$ cat src/wmmcd_pkg.sv
// ----------------------------------------------------------------------------
// wmmcd_pkg: shared types and constants of the min/max column decimator
// Widths, register indexes and the item that passes from front to back.
// ----------------------------------------------------------------------------
package wmmcd_pkg;

    localparam int MAX_COLUMNS = 4096;
    localparam int COL_W       = 13;
    localparam int Y_W         = 22;
    localparam int QUEUE_DEPTH = 4;
    localparam int QUEUE_AW    = 2;

    localparam logic [7:0] CFG_SAMPLES_PER_PIXEL = 8'd0;
    localparam logic [7:0] CFG_VERTICAL_ZOOM     = 8'd1;
    localparam logic [7:0] CFG_VIEW_HEIGHT       = 8'd2;
    localparam logic [7:0] CFG_COLUMN_COUNT      = 8'd3;

    localparam logic signed [15:0] SAMPLE_MAX = 16'sh7FFF;
    localparam logic signed [15:0] SAMPLE_MIN = 16'sh8000;

    localparam logic signed [Y_W-1:0] Y_MAX = {1'b0, {(Y_W-1){1'b1}}};
    localparam logic signed [Y_W-1:0] Y_MIN = {1'b1, {(Y_W-1){1'b0}}};

    typedef logic signed [Y_W-1:0] y_t;

    typedef struct packed {
        logic [11:0]        column;
        logic signed [15:0] min_v;
        logic signed [15:0] max_v;
        logic               last;
    } column_item_t;

endpackage

$ cat src/wmmcd_queue.sv
// ----------------------------------------------------------------------------
// wmmcd_queue: short queue between front and back
// Holds closed-column items so that intake and mapping stall separately.
// ----------------------------------------------------------------------------
module wmmcd_queue
    import wmmcd_pkg::*;
(
    input  logic         clk,
    input  logic         rst_n,
    input  logic         push,
    input  column_item_t push_item,
    input  logic         pop,
    output logic         full,
    output logic         not_empty,
    output column_item_t head
);

    column_item_t         mem_reg [QUEUE_DEPTH];
    logic [QUEUE_AW-1:0]  wr_reg, rd_reg;
    logic [QUEUE_AW:0]    cnt_reg;
    logic                 do_push, do_pop;

    assign full      = (cnt_reg == QUEUE_AW'(0) + (QUEUE_AW+1)'(QUEUE_DEPTH));
    assign not_empty = (cnt_reg != '0);
    assign head      = mem_reg[rd_reg];
    assign do_push   = push && !full;
    assign do_pop    = pop && not_empty;

    always_ff @(posedge clk)
    begin
        if (do_push)
        begin
            mem_reg[wr_reg] <= push_item;
        end
    end

    always_ff @(posedge clk or negedge rst_n)
    begin
        if (!rst_n)
        begin
            wr_reg  <= '0;
            rd_reg  <= '0;
            cnt_reg <= '0;
        end
        else
        begin
            if (do_push)
            begin
                wr_reg <= wr_reg + 1'b1;
            end
            if (do_pop)
            begin
                rd_reg <= rd_reg + 1'b1;
            end
            if (do_push && !do_pop)
            begin
                cnt_reg <= cnt_reg + 1'b1;
            end
            else if (do_pop && !do_push)
            begin
                cnt_reg <= cnt_reg - 1'b1;
            end
        end
    end

endmodule

$ cat config.mk
export PLATFORM = sky130hd
export DESIGN_NAME = wmmcd_queue
export DESIGN_NICKNAME = d
export VERILOG_FILES = /design/src/wmmcd_pkg.sv /design/src/wmmcd_queue.sv
export SDC_FILE = /design/constraint.sdc
export NUM_CORES = 1
export LEC_CHECK = 0
export ABC_AREA = 1
export BUFFER_PORTS_ARGS = -buffer_cell sky130_fd_sc_hd__buf_2
export CAP_MARGIN = 10
export CORE_MARGIN = 2
export CORE_UTILIZATION = 50
export CTS_BUF_LIST = sky130_fd_sc_hd__clkbuf_4
export CTS_CLUSTER_DIAMETER = 100
export CTS_CLUSTER_SIZE = 12
export DETAILED_ROUTE_END_ITERATION = 12
export PLACE_DENSITY = 0.68
export SETUP_SLACK_MARGIN = 0.15
export SLEW_MARGIN = 30
export SYNTH_ARGS = -nofsm -noshare
export SYNTH_HDL_FRONTEND = slang
export SYNTH_SLANG_ARGS = --single-unit
$ cat constraint.sdc
create_clock -name clk -period 5.5 [get_ports clk]
set_input_delay 0.55 -clock clk [delete_from_list [all_inputs] [get_ports clk]]
set_output_delay 0.55 -clock clk [all_outputs]
set_load 0.02 [all_outputs]
After elaboration in Yosys (flattened, before gate mapping)
Memories as Yosys holds them, arrays and structs flattened.
Index checks and enable logic that the tools add are counted.
{"block": "classes", "add_sub_neg": 4, "eq_ne": 1, "muxes": 4, "n_reduce_logical": 9}
{"cell": "$mux 3", "count": 2}
{"cell": "$add 2x1->2 const B", "count": 2}
{"cell": "$logic_and 1x1->1", "count": 4}
{"cell": "$add 3x1->3 const B", "count": 1}
{"cell": "$eq 3x3->1 const B", "count": 1}
{"cell": "$logic_not 1->1", "count": 3}
{"cell": "$reduce_bool 3->1", "count": 1}
{"cell": "$sub 3x1->3 const B", "count": 1}
{"cell": "$mux 1", "count": 2}
{"cell": "$reduce_bool 2->1", "count": 1}
{"block": "totals", "ff_bits": 7, "ramBits": 180, "mem_count": 1}
{"name": "mem_reg", "depth": 4, "word_bits": 45, "rd": 1, "rd_ports_with_merged_regs": 0, "write_ports": 1, "line": "wmmcd_queue.sv:18", "source": "column_item_t mem_reg [QUEUE_DEPTH];"}

Depth between registers and ports, before layout
{"block": "logic_depth", "ltp_word": 7, "ltp_mapped": 12, "ltp_nobuf": 12}

Least setup slack after synthesis
No wires, ideal clock.
{"block": "synth_path", "kind": "reg-to-reg", "start": "register cnt_reg[0]", "end": "memory mem_reg[0][0] (netlist name), enable pin", "setup_ps": 448, "arrival_ps": 2618, "slack_ps": 2435, "path_stages_with_launch": 5, "n_path_buf": 0, "period_less_slack_ps": 3065, "path_cell_list": "dfrtp_1 -> inv_1 -> nand3_1 -> nand2_1 -> nor2_1"}
{"block": "synth_via", "elab_chain_cells": 5}
{"item": "start, declared", "line": "wmmcd_queue.sv:20", "source": "logic [QUEUE_AW:0] cnt_reg;"}
{"item": "start signal, assigned", "line": "wmmcd_queue.sv:57", "source": "cnt_reg <= cnt_reg + 1'b1;"}
{"item": "start signal, assigned", "line": "wmmcd_queue.sv:61", "source": "cnt_reg <= cnt_reg - 1'b1;"}
{"item": "$eq 3x3->1", "line": "wmmcd_queue.sv:23", "source": "assign full = (cnt_reg == QUEUE_AW'(0) + (QUEUE_AW+1)'(QUEUE_DEPTH));"}
{"item": "$logic_not 1->1", "line": "wmmcd_queue.sv:26", "source": "assign do_push = push && !full;"}
{"item": "$logic_and 1x1->1", "line": "wmmcd_queue.sv:26"}
{"item": "$mux 1", "line": "wmmcd_queue.sv:31", "source": "if (do_push)"}
{"item": "$mux 1 (not written as such)", "line": "wmmcd_queue.sv:33", "source": "mem_reg[wr_reg] <= push_item;"}
{"item": "end, declared", "line": "wmmcd_queue.sv:18"}
No other way between the ends.

==> impl_results.md <==
- Row count: 45
- Total negative slack: 0 ps
- Main synth FF type: edfxtp_1
- Lkg Pwr: 3.47 nW
- Hold crit path type: input port to flop
- Register area share after synthesis: 0.726
- Crit path max fanout: 46
- Slew Viols, Final: 0
- Hold Fails Final Rpt: 0
- First drt pass iteration count: 4
- Syn Area/Cell: 13.1 µm²
- Io pins: 96
- Pin count of the biggest net entering global routing: 120
- Clk slew on worst S/H paths: 140 ps
- Post-Synthesis Cell Area: 0.00768 mm²
- Non-filler instance count after layout: 880
- Starting density of the core: 0.509
- Routed len/inst: 15.7 µm
- Post-CTS sizing: 0
- GRT Resource Usage Total: 0.182
- Final min period: 3360 ps
- CP Capture Type: primary output
- Layout cells sized above 1: 0.204
- CTS buffer count: 17
- Grt total ovfl: 0
- Final cycle utilization of the critical path: 0.612
- Post-synth EDFFs: 180
- Most frequent CP cell: buf_16
- Post-synthesis cell type count: 18
- Die width: 128 µm
- Max Freq: 297 MHz
- Bufs on Longest Clock Path: 2
- Worst skew pair latency: 550 ps
- Post-synth top cells: 180 x edfxtp_1, 153 x nand2_1, 104 x inv_1, 90 x o211ai_1, 12 x buf_6
- Slowest-stage cell, CP: dfrtp_2
- Core area: 0.0151 mm²
- Routed Antenna Nets: 0
- Worst relative slew slack: 0.464
- Synth Instances: 585
- Area contributors post-synth: edfxtp_1 70%, o211ai_1 8.8%, nand2_1 7.5%
- Top cell type's share of synthesized area: 0.703
- PwrDens: 519 mW/mm²
- Maxcap violations: 0
- Crit-path max cell delay: 650 ps
- Max FFs per register: 180
- Die Y: 128 µm
- Post-layout nets: 733
- Final count of negative-setup-slack endpoints: 0
- Die area: 0.0164 mm²
- Worst Setup Path Type: flop to primary output
- Max rail drop VDD: 0.264 mV
- Placed Cells: 846
- Vias per cell: 5.10
- Measured slew at the worst slew-check pin: 804 ps
- Synth Warn #: 0
- RSZ-0062 raised after global routing: false
- Root Driver: clkbuf_4
- Post-synthesis net count: 640
- Vias in the first global route: 4,430
- Clock Skew: 14.1 ps
- Synth area leader: edfxtp_1
- H-tree level count: 4
- Crit path launch type: flop
- Drt drc: 0
- Via count: 4,492
- DP Area: 0.00822 mm²
- First-pass GRT wire length: 22.4 mm
- Required time worst endpoint: 4950 ps
- Synthesis-stage register bit count: 187
- Clock sinks: 187
- Initial DRC count: 281
- GP Congestion: 0.707
- CTS tree: done
- Critical path arrival: 2810 ps
- Antenna violations before repair: 1
- Post-Route WL: 13.8 mm
- Status: finished clean
- Most frequent cell after synthesis: edfxtp_1
- Area growth, synth to finish: 10.7%
- Buffers on Ports: 95
- Synth async-reset ratio: 0.0374
- CP Cell Sequence: buf_16 > buf_16 > clkinv_2 > o211ai_1 > nand2_1 > buf_2
- Fin area: 0.00851 mm²
- Final HPWL DP: 8.46 mm
==> critical path: cells and delay by family (launching register included) <==
kind	cells	cell delay (ps)
buf+inv	4	1140
compound gates	1	350
flops	1	650
simple gates	1	100
==> per-stage QoR <==
| stage | utilization | power [mW] | setup slack [ps] | hold slack, ps |
|---|---|---|---|---|
| global placement | 0.541 | 3.67 | 2610 | 393 |
| CTS | 0.564 | 4.46 | 1930 | 145 |
| global route | 0.564 | 4.71 | 1860 | 127 |
| detailed placement | 0.545 | 3.76 | 2580 | 398 |
| finish | 0.564 | 4.41 | 2140 | 199 |
| floorplan | - | 3.32 | 2430 | 254 |
==> area by class of cell <==
class / instances / area [µm²]
diodes: 1 / 2.50
clock buffers: 20 / 150
clock inverters: 12 / 125
fillers: 1228 / 6580
inverters: 106 / 404
multi-input cells: 263 / 1430
flip-flops and latches: 187 / 5580
well taps: 188 / 235
repair buffers: 103 / 578
==> power breakdown <==
group	internal (mW)	switching [mW]	total [mW]
logic	0.527	1.21	1.74
clock network	0.282	0.425	0.707
registers	1.87	0.0972	1.97
total	2.68	1.73	4.41
==> path summary, 6_finish.rpt <==
| path | from | to | slack (ps) | depth (start not counted) |
|---|---|---|---|---|
| max in group asynchronous | rst_n | rd_reg[1] | 4960 | 2 |
| hold / removal | push_item[12] | mem_reg[2][12] | 200 | 1 |
| min in group asynchronous | rst_n | wr_reg[0] | 340 | 2 |
| setup reg to reg | cnt_reg[0] | mem_reg[1][30] | 3050 | 5 |
| hold reg to reg | cnt_reg[2] | cnt_reg[2] | 520 | 2 |
| setup / recovery | rd_reg[1] | head[0] | 2140 | 6 |
==> layer usage <==
layer,wire (µm),global-route usage
met1,6200,0.242
met2,6710,0.295
met3,746,0.0492
met4,143,0.0569
met5,0,0
==> kinds of logic (layout without fill, tap and decap cells) <==
group | after synthesis | count (layout) | synth area share
XOR/XNOR | 1 | 1 | 0.00114
adder cells (fa/ha/maj) | 6 | 6 | 0.0107
buffers and inverters | 135 | 241 | 0.0912
other | 0 | 1 | 0
AND/OR/NAND/NOR | 165 | 165 | 0.0821
AO/OA/AOI/OAI | 91 | 91 | 0.0886
flip-flops | 187 | 187 | 0.726
==> layout by cell type (no fill, tap or decap) <==
master	n
bufinv_16	2
fa_1	1
xnor2_1	1
nand3_1	7
clkinvlp_4	3
o21ai_0	1
dfrtp_2	1
clkinv_2	6
dfrtp_1	6
clkbuf_4	20
edfxtp_1	180
diode_2	1
buf_4	5
nor2_4	4
nand4_1	1
ha_1	5
buf_2	95
inv_1	104
nand2_1	153
dlygate4sd3_1	1
o211ai_1	90
buf_16	2
inv_6	1
clkinv_4	2
==> timing repair <==
item                                    4_1_cts  5_1_grt
hold buffers                                  1        0
buffers inserted                              0        0
hold endpoints to repair                      7        0
endpoints found under the setup margin        0        0
No activity file was read; power rests on OpenSTA's default activity.
