$ cat src/wmmcd_pkg.sv
// ----------------------------------------------------------------------------
// wmmcd_pkg: shared types and constants of the min/max column decimator
// Widths, register indexes and the item that passes from front to back.
// ----------------------------------------------------------------------------
package wmmcd_pkg;

    localparam int MAX_COLUMNS = 4096;
    localparam int COL_W       = 13;
    localparam int Y_W         = 22;
    localparam int QUEUE_DEPTH = 4;
    localparam int QUEUE_AW    = 2;

    localparam logic [7:0] CFG_SAMPLES_PER_PIXEL = 8'd0;
    localparam logic [7:0] CFG_VERTICAL_ZOOM     = 8'd1;
    localparam logic [7:0] CFG_VIEW_HEIGHT       = 8'd2;
    localparam logic [7:0] CFG_COLUMN_COUNT      = 8'd3;

    localparam logic signed [15:0] SAMPLE_MAX = 16'sh7FFF;
    localparam logic signed [15:0] SAMPLE_MIN = 16'sh8000;

    localparam logic signed [Y_W-1:0] Y_MAX = {1'b0, {(Y_W-1){1'b1}}};
    localparam logic signed [Y_W-1:0] Y_MIN = {1'b1, {(Y_W-1){1'b0}}};

    typedef logic signed [Y_W-1:0] y_t;

    typedef struct packed {
        logic [11:0]        column;
        logic signed [15:0] min_v;
        logic signed [15:0] max_v;
        logic               last;
    } column_item_t;

endpackage

$ cat src/wmmcd_front.sv
// ----------------------------------------------------------------------------
// wmmcd_front: sample intake and column tracking
// Keeps the running minimum and maximum and emits one item per closed column.
// ----------------------------------------------------------------------------
module wmmcd_front
    import wmmcd_pkg::*;
(
    input  logic               clk,
    input  logic               rst_n,
    input  logic               accept,
    input  logic signed [15:0] sample,
    input  logic               last,
    input  logic [31:0]        eff_spp,
    input  logic [COL_W-1:0]   eff_count,
    output logic               push,
    output column_item_t       item
);

    logic [COL_W-1:0]   col_idx_reg, col_idx_next;
    logic [31:0]        smp_idx_reg, smp_idx_next;
    logic [47:0]        bound_reg, bound_next;
    logic signed [15:0] min_reg, min_next;
    logic signed [15:0] max_reg, max_next;
    logic               done_reg, done_next;

    logic               exhausted;
    logic [47:0]        bnd;
    logic signed [15:0] nmin, nmax;
    logic [31:0]        si1;
    logic [COL_W-1:0]   ci1;
    logic               close;

    always_comb
    begin
        exhausted = done_reg || (col_idx_reg >= eff_count);
        bnd  = (smp_idx_reg == 32'd0 && col_idx_reg == '0) ? {16'd0, eff_spp} : bound_reg;
        nmin = (sample < min_reg) ? sample : min_reg;
        nmax = (sample > max_reg) ? sample : max_reg;
        si1  = smp_idx_reg + 32'd1;
        ci1  = col_idx_reg + 1'b1;
        close = last || !(si1 < bnd[47:16]);

        col_idx_next = col_idx_reg;
        smp_idx_next = smp_idx_reg;
        bound_next   = bound_reg;
        min_next     = min_reg;
        max_next     = max_reg;
        done_next    = done_reg;
        push         = 1'b0;
        item.column  = col_idx_reg[11:0];
        item.min_v   = nmin;
        item.max_v   = nmax;
        item.last    = last;

        if (accept)
        begin
            if (exhausted)
            begin
                done_next = 1'b1;
            end
            else if (!close)
            begin
                min_next     = nmin;
                max_next     = nmax;
                smp_idx_next = si1;
                bound_next   = bnd;
            end
            else
            begin
                push         = 1'b1;
                min_next     = SAMPLE_MAX;
                max_next     = SAMPLE_MIN;
                smp_idx_next = si1;
                col_idx_next = ci1;
                bound_next   = bnd + {16'd0, eff_spp};
                done_next    = (ci1 >= eff_count);
            end
            if (last)
            begin
                col_idx_next = '0;
                smp_idx_next = 32'd0;
                bound_next   = {16'd0, eff_spp};
                min_next     = SAMPLE_MAX;
                max_next     = SAMPLE_MIN;
                done_next    = 1'b0;
            end
        end
    end

    always_ff @(posedge clk or negedge rst_n)
    begin
        if (!rst_n)
        begin
            col_idx_reg <= '0;
            smp_idx_reg <= 32'd0;
            bound_reg   <= 48'd65536;
            min_reg     <= SAMPLE_MAX;
            max_reg     <= SAMPLE_MIN;
            done_reg    <= 1'b0;
        end
        else
        begin
            col_idx_reg <= col_idx_next;
            smp_idx_reg <= smp_idx_next;
            bound_reg   <= bound_next;
            min_reg     <= min_next;
            max_reg     <= max_next;
            done_reg    <= done_next;
        end
    end

endmodule

$ cat config.mk
export PLATFORM = sky130hd
export DESIGN_NAME = wmmcd_front
export DESIGN_NICKNAME = d
export VERILOG_FILES = /design/src/wmmcd_pkg.sv /design/src/wmmcd_front.sv
export SDC_FILE = /design/constraint.sdc
export NUM_CORES = 1
export LEC_CHECK = 0
export ABC_AREA = 1
export BUFFER_PORTS_ARGS = -buffer_cell sky130_fd_sc_hd__buf_2
export CAP_MARGIN = 10
export CORE_ASPECT_RATIO = 0.6
export CORE_MARGIN = 2
export CORE_UTILIZATION = 40
export CTS_BUF_LIST = sky130_fd_sc_hd__clkbuf_8
export CTS_CLUSTER_SIZE = 10
export DETAILED_ROUTE_END_ITERATION = 16
export PLACE_DENSITY = 0.63
export SLEW_MARGIN = 20
export SYNTH_ARGS = -nofsm -noshare
export SYNTH_HDL_FRONTEND = slang
export SYNTH_SLANG_ARGS = --single-unit
$ cat constraint.sdc
create_clock -name clk -period 5.3 [get_ports clk]
set_clock_uncertainty 0.15 [all_clocks]
set_input_delay 0.265 -clock clk [delete_from_list [all_inputs] [get_ports clk]]
set_output_delay 0.265 -clock clk [all_outputs]
set_load 0.02 [all_outputs]
# --- After elaboration in Yosys (flattened, before gate mapping) ---
# Index checks and enable logic that the tools add are counted.
word_totals:
  word_cells: 49
  ff_bits: 126
classes:
  eq_ne: 1
  reduce_logical: 11
  order_cmp: 5
  muxes: 23
  add_sub_neg: 3
ops:
  columns: ["op", "n"]
  rows:
  - ["48-bit two-way mux", 4]
  - ["16-bit two-way mux", 8]
  - ["32-bit two-way mux", 2]
  - ["48-bit by 32-bit adder with 48-bit output", 1]
  - ["13-bit two-way mux", 3]
  - ["32-bit by 1-bit adder with 32-bit output, second input constant", 1]
  - ["32-bit zero test", 1]
  - ["32-bit < comparator", 1]
  - ["13-bit >= comparator", 2]
  - ["16-bit > comparator", 1]
  - ["16-bit < comparator", 1]
  - ["13-bit by 1-bit adder with 13-bit output, second input constant", 1]
  - ["13-bit zero test", 1]
  - ["1-bit two-way mux", 6]
  - ["2-bit AND reduction", 2]
  - ["3-bit AND reduction", 1]
  - ["3-bit nonzero test", 1]
  - ["1-bit logical OR", 2]
  - ["2-bit != test, second input constant", 1]
  - ["2-bit nonzero test", 1]
  - ["1-bit logical AND", 1]
  - ["1-bit zero test", 1]

# --- Logic depth before layout (Yosys ltp) ---
# Gate-level depths: netlist of run 1.
depth:
  ltp_word: 9
  ltp_mapped: 30

# --- Least setup slack after synthesis of run 1 ---
# Ideal clock, no wire load.
synth_path:
  path_type: "reg-to-output"
  from: "register smp_idx_reg[0]"
  to: "output push"
  n_path_buf: 1
  setup_slack_ns: 1.214
  stages_incl_launch_ff: 22
  arrival_ns: 3.671
  cell_sequence: "dfrtp_1 inv_1 nor3_2 nand2_1 nor2_2 nand3_2 nor3_2 nand3_1 nor2_2 nand2_1 or3_1 xor2_1 inv_1 ha_1 a21oi_1 nor2_1 a211oi_1 nor2_1 nor4_4 a21boi_1 buf_2 nor2_1"
synth_via:
  elab_chain_len: 9
  elab_cells_between_ends: 10
  classes_between: "add/sub: 1; order compare: 1; mux: 4; reduce/logical: 4"
synth_lines:
  columns: ["element", "line", "rtl"]
  rows:
  - ["from (decl)", "wmmcd_front.sv:20", "logic [31:0] smp_idx_reg, smp_idx_next;"]
  - ["from (signal assigned)", "wmmcd_front.sv:104", "smp_idx_reg <= smp_idx_next;"]
  - ["parallel branches: the longest is 3 deep, another holds 32-bit by 1-bit adder with 32-bit output", null, null]
  - ["32-bit < comparator (*)", "wmmcd_front.sv:41", "close = last || !(si1 < bnd[47:16]);"]
  - ["1-bit zero test (*)", "wmmcd_front.sv:41", null]
  - ["1-bit logical OR (*)", "wmmcd_front.sv:41", null]
  - ["1-bit two-way mux (*)", "wmmcd_front.sv:61", "else if (!close)"]
  - ["1-bit two-way mux (*)", "wmmcd_front.sv:57", "if (exhausted)"]
  - ["1-bit two-way mux (*)", "wmmcd_front.sv:55", "if (accept)"]
  - ["to (decl)", "wmmcd_front.sv:15", "output logic push,"]
# Every way passes the cells marked *.

# --- Worst setup path in the final report of run 1 ---
# Ends and elaborated chain as after synthesis.

==> reports/results.ini, run 1 <==
[clocking]
cts_buffers=17
clk_pin_slew_ns=0.09
cts_tree=built
clk_path_buf_depth=2
clk_latency_ns=0.49
cts.htree.levels=4
cts_sinks=126
cts-root-buf=clkbuf_8

[layout]
syn_to_final_growth_pct=14.99
fin_cells=2433
num-fill-cells=3236
largest_reg_flops=48
stdcell_area_um2=14340
nets=2199
n_antenna_cell=0
drive_above_1_share_pct=11.30

[detailed_routing]
wl_per_cell_um=15.97
viasPerCell=5.256
antenna_left=0
drcViolationCount=0
drt_wl_total_um=38860
drtIter0Drc=1120
drtPass1Iterations=6
dr_total_vias=12790

[timing]
period_share_pct=95.03
finalHoldViolCount=0
maxSlewHeadroom_pct=34.38
fin_ws_ns=0.2635
setup_viol=0
max_freq_mhz=198.6
hold_ws_ns=0.03990
finalMaxSlewViolations=0
min_period_ns=5.037
worst_slew_pin_slew_ns=0.9782

[placement]
place_congestion=1.003
dp_hpwl_um=29300
dp_slack_ns=-0.05788
placedCellCount=2356
placed_cell_area_um2=13320
port_buffers=110

[die]
die_height_um=140.8
die_w_um=231.9
initial_core_util_pct=40.35
ios=111
rows=50
dieArea_um2=32650
core_um2=30900

[setup_path]
timing.critical_path.slowest_stage_cell=dfrtp_1
worstSetupStartpointType=flip-flop
end_kind=output port
crit_family=simple AND/OR/NAND/NOR gates
worst-path-buf-inv=6
crit_arrival_ns=4.62
crit_required_ns=4.89
criticalPathCategory=reg2out
critPathMaxFanout=27
cp_slowest_stage_delay_ns=0.43
worstPathCellList=inv_1 > ha_1 > nand2_1 > nor2_1 > nand2_1 > nor2_2 > nand2_2 > inv_4 > buf_4 > buf_4 > nor2_1 > a21oi_1 > inv_1 > ha_1 > a21oi_1 > nor2_1 > a211oi_1 > nand2_1 > nand2_1 > nand2_2 > a21boi_4 > nor2_1 > buf_4

[synth]
synthCells=1883
ys_types=54
synth_enable_flop_cells=0
yosysSeqAreaShare_pct=25.46
avgSynthCellArea_um2=6.622
syn_area_um2=12470
ys.flop_type=dfrtp_1
synth_fp_nets=2078
synth_warnings=0
synthArstFlopShare_pct=100.0
ys_ff_latch=126

[grt]
grt_overflow_total=0
grt_usage_pct=23.71
first_global_vias=11680
grt_first_pass_wirelength_um=61620
antenna_found_initial=0
grt_max_degree=82

[power]
ir_drop_v=0.0001995
p_per_area_nw_per_um2=522.2
p_leak_nw=7.561
p_total_mw=7.487

[worst_hold_path]
min_path_type=in2reg

[run_status]
status=finished, final reports clean

[run]
maxCapViolations=0

[worst paths after layout]
kind / start / to / slack, ns / cells after the start
max in group asynchronous: rst_n / smp_idx_reg[16] / 3.52 / 3
worst min register to register: bound_reg[18] / bound_reg[18] / 0.33 / 2
min in group asynchronous: rst_n / max_reg[10] / 0.23 / 2
worst max register to register: smp_idx_reg[0] / bound_reg[34] / 0.38 / 24
worst min-delay path: sample[10] / min_reg[10] / 0.04 / 5
worst max-delay path: smp_idx_reg[0] / push / 0.26 / 23
[power breakdown]
| group | switching [mW] | internal, mW | total [mW] |
|---|---|---|---|
| clock network | 0.457 | 0.573 | 1.03 |
| logic | 3.41 | 1.76 | 5.16 |
| registers | 0.120 | 1.18 | 1.29 |
| total | 3.98 | 3.51 | 7.49 |
[routing by layer]
metal / wire length, um / part of all wire, % / global-route usage, %
met5: 0 / 0 / 0
met4: 391 / 1.0 / 4.420
met2: 14870 / 38 / 31.72
met1: 20010 / 51 / 36.55
met3: 3583 / 9.2 / 7.524
[worst min-delay path, stage by stage]
cell,delay (ns)
buf_2,0.12
inv_1,0.08
nand3_1,0.07
nand2_1,0.08
a22oi_1,0.06
[kinds of logic after synthesis]
family	after synthesis	share of synthesized area (%)
buf+inv	364	12.19
flops	126	25.46
simple gates	854	29.27
xor+xnor	73	5.127
fa+ha+maj	130	13.10
compound gates	336	14.85
[what timing repair did]
item	4_1_cts	5_1_grt
gates resized for setup	3	22
buffers inserted	2	4
hold endpoints to repair	106	0
gates cloned	0	1
hold buffers	38	0
pin swaps	1	5
endpoints found under the setup margin	9	95
[final cells by class]
| type | instances | area, um^2 | share of cell area (%) |
|---|---|---|---|
| Sequential cell | 126 | 3174 | 22.14 |
| Timing Repair Buffer | 176 | 1175 | 8.194 |
| Inverter | 289 | 1087 | 7.583 |
| Multi-Input combinational cell | 1394 | 7916 | 55.21 |
| Tap cell | 416 | 520.5 | 3.630 |
| Clock buffer | 18 | 247.7 | 1.728 |
| Clock inverter | 14 | 217.7 | 1.518 |
[cells in the mapped netlist, types with 20 or more instances]
master      n  area [um^2]
nor2_1    156        585.6
nand3_1   150        750.7
xor2_1     60        525.5
nand4_1    20        125.1
ha_1      129         1614
o22ai_1    25        156.4
dfrtp_1   109         2728
inv_1     286         1074
nand2_1   461         1730
o21ai_0    98        490.5
a21oi_1   145        725.7
clkbuf_1   28        105.1
[placed cells by master, fill, tap and decap left out, types with 18 or more instances in the layout]
| master | Yosys | final |
|---|---|---|
| inv_1 | 286 | 286 |
| dlygate4sd3_1 | 0 | 38 |
| buf_2 | 14 | 108 |
| nor3_1 | 19 | 18 |
| nand2_1 | 461 | 460 |
| a21oi_1 | 145 | 145 |
| clkbuf_8 | 0 | 18 |
| nand4_1 | 20 | 20 |
| ha_1 | 129 | 129 |
| buf_4 | 17 | 27 |
| o22ai_1 | 25 | 25 |
| xor2_1 | 60 | 59 |
| dfrtp_1 | 109 | 109 |
| o21ai_0 | 98 | 96 |
| nor2_1 | 156 | 151 |
| nand3_1 | 150 | 149 |
[per-stage QoR]
step | setup TNS (ns) | utilization (%)
floorplan | 0 | -
global placement | 0 | 43.09
detailed placement | -0.1308 | 43.09
CTS | 0 | 45.93
global route | -0.003030 | 46.40
finish | 0 | 46.40
(Power assumes the default switching activity.)
==> run 2: changes to the inputs <==
--- a/config.mk
+++ b/config.mk
@@ -9,12 +9,13 @@
 export BUFFER_PORTS_ARGS = -buffer_cell sky130_fd_sc_hd__buf_2
 export CAP_MARGIN = 10
 export CORE_ASPECT_RATIO = 0.6
-export CORE_MARGIN = 2
+export CORE_MARGIN = 3
 export CORE_UTILIZATION = 40
 export CTS_BUF_LIST = sky130_fd_sc_hd__clkbuf_8
 export CTS_CLUSTER_SIZE = 10
 export DETAILED_ROUTE_END_ITERATION = 16
 export PLACE_DENSITY = 0.63
+export RECOVER_POWER = 25
 export SLEW_MARGIN = 20
 export SYNTH_ARGS = -nofsm -noshare
 export SYNTH_HDL_FRONTEND = slang
==> reports/results.ini, run 2 (synthesis results as in run 1) <==
[run_status]
status=complete, but fails checks
violations=capacitance limit, slew limit

[grt]
grt_usage_pct=23.60
grt_overflow_total=0
antenna_found_initial=0
grt_first_pass_wirelength_um=62760
first_global_vias=11860
grt_max_degree=102

[timing]
period_share_pct=92.98
finalMaxSlewViolations=82
finalHoldViolCount=0
hold_ws_ns=0.04143
worst_slew_pin_slew_ns=3.860
setup_viol=0
maxSlewHeadroom_pct=-157.4
rsz0062_at_grt=yes
min_period_ns=4.928
max_freq_mhz=202.9
fin_ws_ns=0.3721

[power]
p_sw_share_pct=53.82
pwr-share-clk_pct=12.6
p_leak_nw=7.496
power_frac_seq_pct=17.7
ir_drop_v=0.0002328
p_per_area_nw_per_um2=515.4
comb_power_share_pct=69.7
power.internal_mw=3.379
power.switching_mw=3.937

[layout]
n_antenna_cell=0
nets=2199
finish.utilization_pct=46.77
syn_to_final_growth_pct=13.83
multi_input_area_um2=7845
final_cell_mix=nand2_1, inv_1, nor2_1
largest_reg_flops=48
drive_above_1_share_pct=11.11
fin_cells=2425
layout_commonest_cell=nand2_1
num-fill-cells=3116
stdcell_area_um2=14190
seqCellArea_um2=3174

[worst_hold_path]
min_path_type=in2reg

[detailed_routing]
drcViolationCount=0
drtIter0Drc=1145
dr_total_vias=12800
viasPerCell=5.276
drtPass1Iterations=6
antenna_left=0
wl_per_cell_um=16.08
drt_wl_total_um=39010

[die]
dieArea_um2=33400
die_w_um=233.9
ios=111
core_um2=30350
initial_core_util_pct=41.09
die_height_um=142.8
rows=49

[placement]
port_buffers=110
dp_slack_ns=0.3830
placedCellCount=2352
place_congestion=0.9806
dp_hpwl_um=29310
placed_cell_area_um2=13320

[run]
maxCapViolations=1

[setup_path]
crit_family=simple AND/OR/NAND/NOR gates
timing.critical_path.slowest_stage_cell=dfrtp_1
crit_arrival_ns=4.51
end_kind=output port
worst-path-buf-inv=4
cp_slowest_stage_delay_ns=0.42
crit_required_ns=4.89
critPathMaxFanout=5
worstPathCellList=inv_1 > nor3_2 > nand2_1 > nor2_2 > nand3_2 > nor3_4 > nand3_1 > nor2_2 > nand2_2 > or3_1 > xor2_2 > inv_1 > ha_1 > a21oi_1 > nor2_1 > a211oi_1 > nor2_1 > nor4_4 > buf_6 > a21boi_4 > nor2_1 > buf_2
cpMostUsedCell=nor2_1
criticalPathCategory=reg2out
worstSetupStartpointType=flip-flop

[clocking]
cts_sinks=126
cts_buffers=17
cts_tree=built
cts-root-buf=clkbuf_8
clk_latency_ns=0.49
clk_pin_slew_ns=0.09
cts.htree.levels=4
clk_path_buf_depth=2

run 2: power groups by stage:
stage | sequential [mW] | clock [mW] | combinational (mW)
3_3_place_gp | 1.30 | 0 | 4.87
3_5_place_dp | 1.31 | 0 | 4.92
5_1_grt | 1.32 | 0.986 | 5.70
6_report | 1.30 | 0.919 | 5.10
2_1_floorplan | 1.28 | 0 | 3.61
4_1_cts | 1.30 | 0.948 | 4.98
run 2: area by class of cell:
class / instances / share of cell area, %
flip-flops and latches: 126 / 22.36
clock inverters: 12 / 0.9520
multi-input cells: 1393 / 55.27
repair buffers: 177 / 8.233
inverters: 289 / 7.643
clock buffers: 20 / 1.939
well taps: 408 / 3.597
run 2: timing repair:
item / CTS / global route
gates cloned: 0 / 0
pin swaps: 0 / 2
resized for setup: 2 / 11
endpoints found under the hold margin: 100 / 0
buffers inserted: 0 / 3
hold buffers: 38 / 0
setup endpoints to repair: 1 / 34
run 2: worst register-to-register path: stages, from the launching register on:
cell	delay, ns
dfrtp_1	0.42
ha_1	0.22
nand2_1	0.08
nor2_2	0.14
nand4_1	0.19
nor2_2	0.19
nand2_1	0.12
nor4_2	0.25
nand3_1	0.14
nor2_1	0.17
nand4_1	0.17
nand3b_1	0.20
nand2_1	0.09
inv_1	0.05
ha_1	0.27
nand2_1	0.06
or3_1	0.39
a31oi_2	0.24
nor4_4	0.07
buf_4	0.15
nand2_4	0.32
buf_4	0.37
nand2_1	0.09
o21ai_1	0.09
o21ai_1	0.08
run 2: worst paths after layout:
check,slack [ns],cells after the start,start,to
setup reg to reg,0.46,24,smp_idx_reg[0],bound_reg[40]
setup / recovery,0.37,22,smp_idx_reg[0],push
max in group asynchronous,1.09,3,rst_n,bound_reg[3]
hold reg to reg,0.33,2,bound_reg[7],bound_reg[7]
min in group asynchronous,1.65,2,rst_n,max_reg[5]
hold / removal,0.04,5,sample[14],min_reg[14]
run 2: routing by layer:
layer  vias to the layer above  global-route usage, %  share of wire [%]  wire length (um)
li1                       6371                      -                  -                 -
met1                      5931                  37.42                 52             20370
met2                       464                  32.06                 38             14940
met3                        29                  5.522                8.5              3313
met4                         0                  4.407               0.96               376
met5                         -                      0                  0                 0
run 2: per-stage QoR:
stage               power, mW  setup TNS, ns
finish                  7.316              0
global route            8.006        -0.1128
CTS                     7.223              0
detailed placement      6.229              0
global placement        6.171              0
floorplan               4.887              0
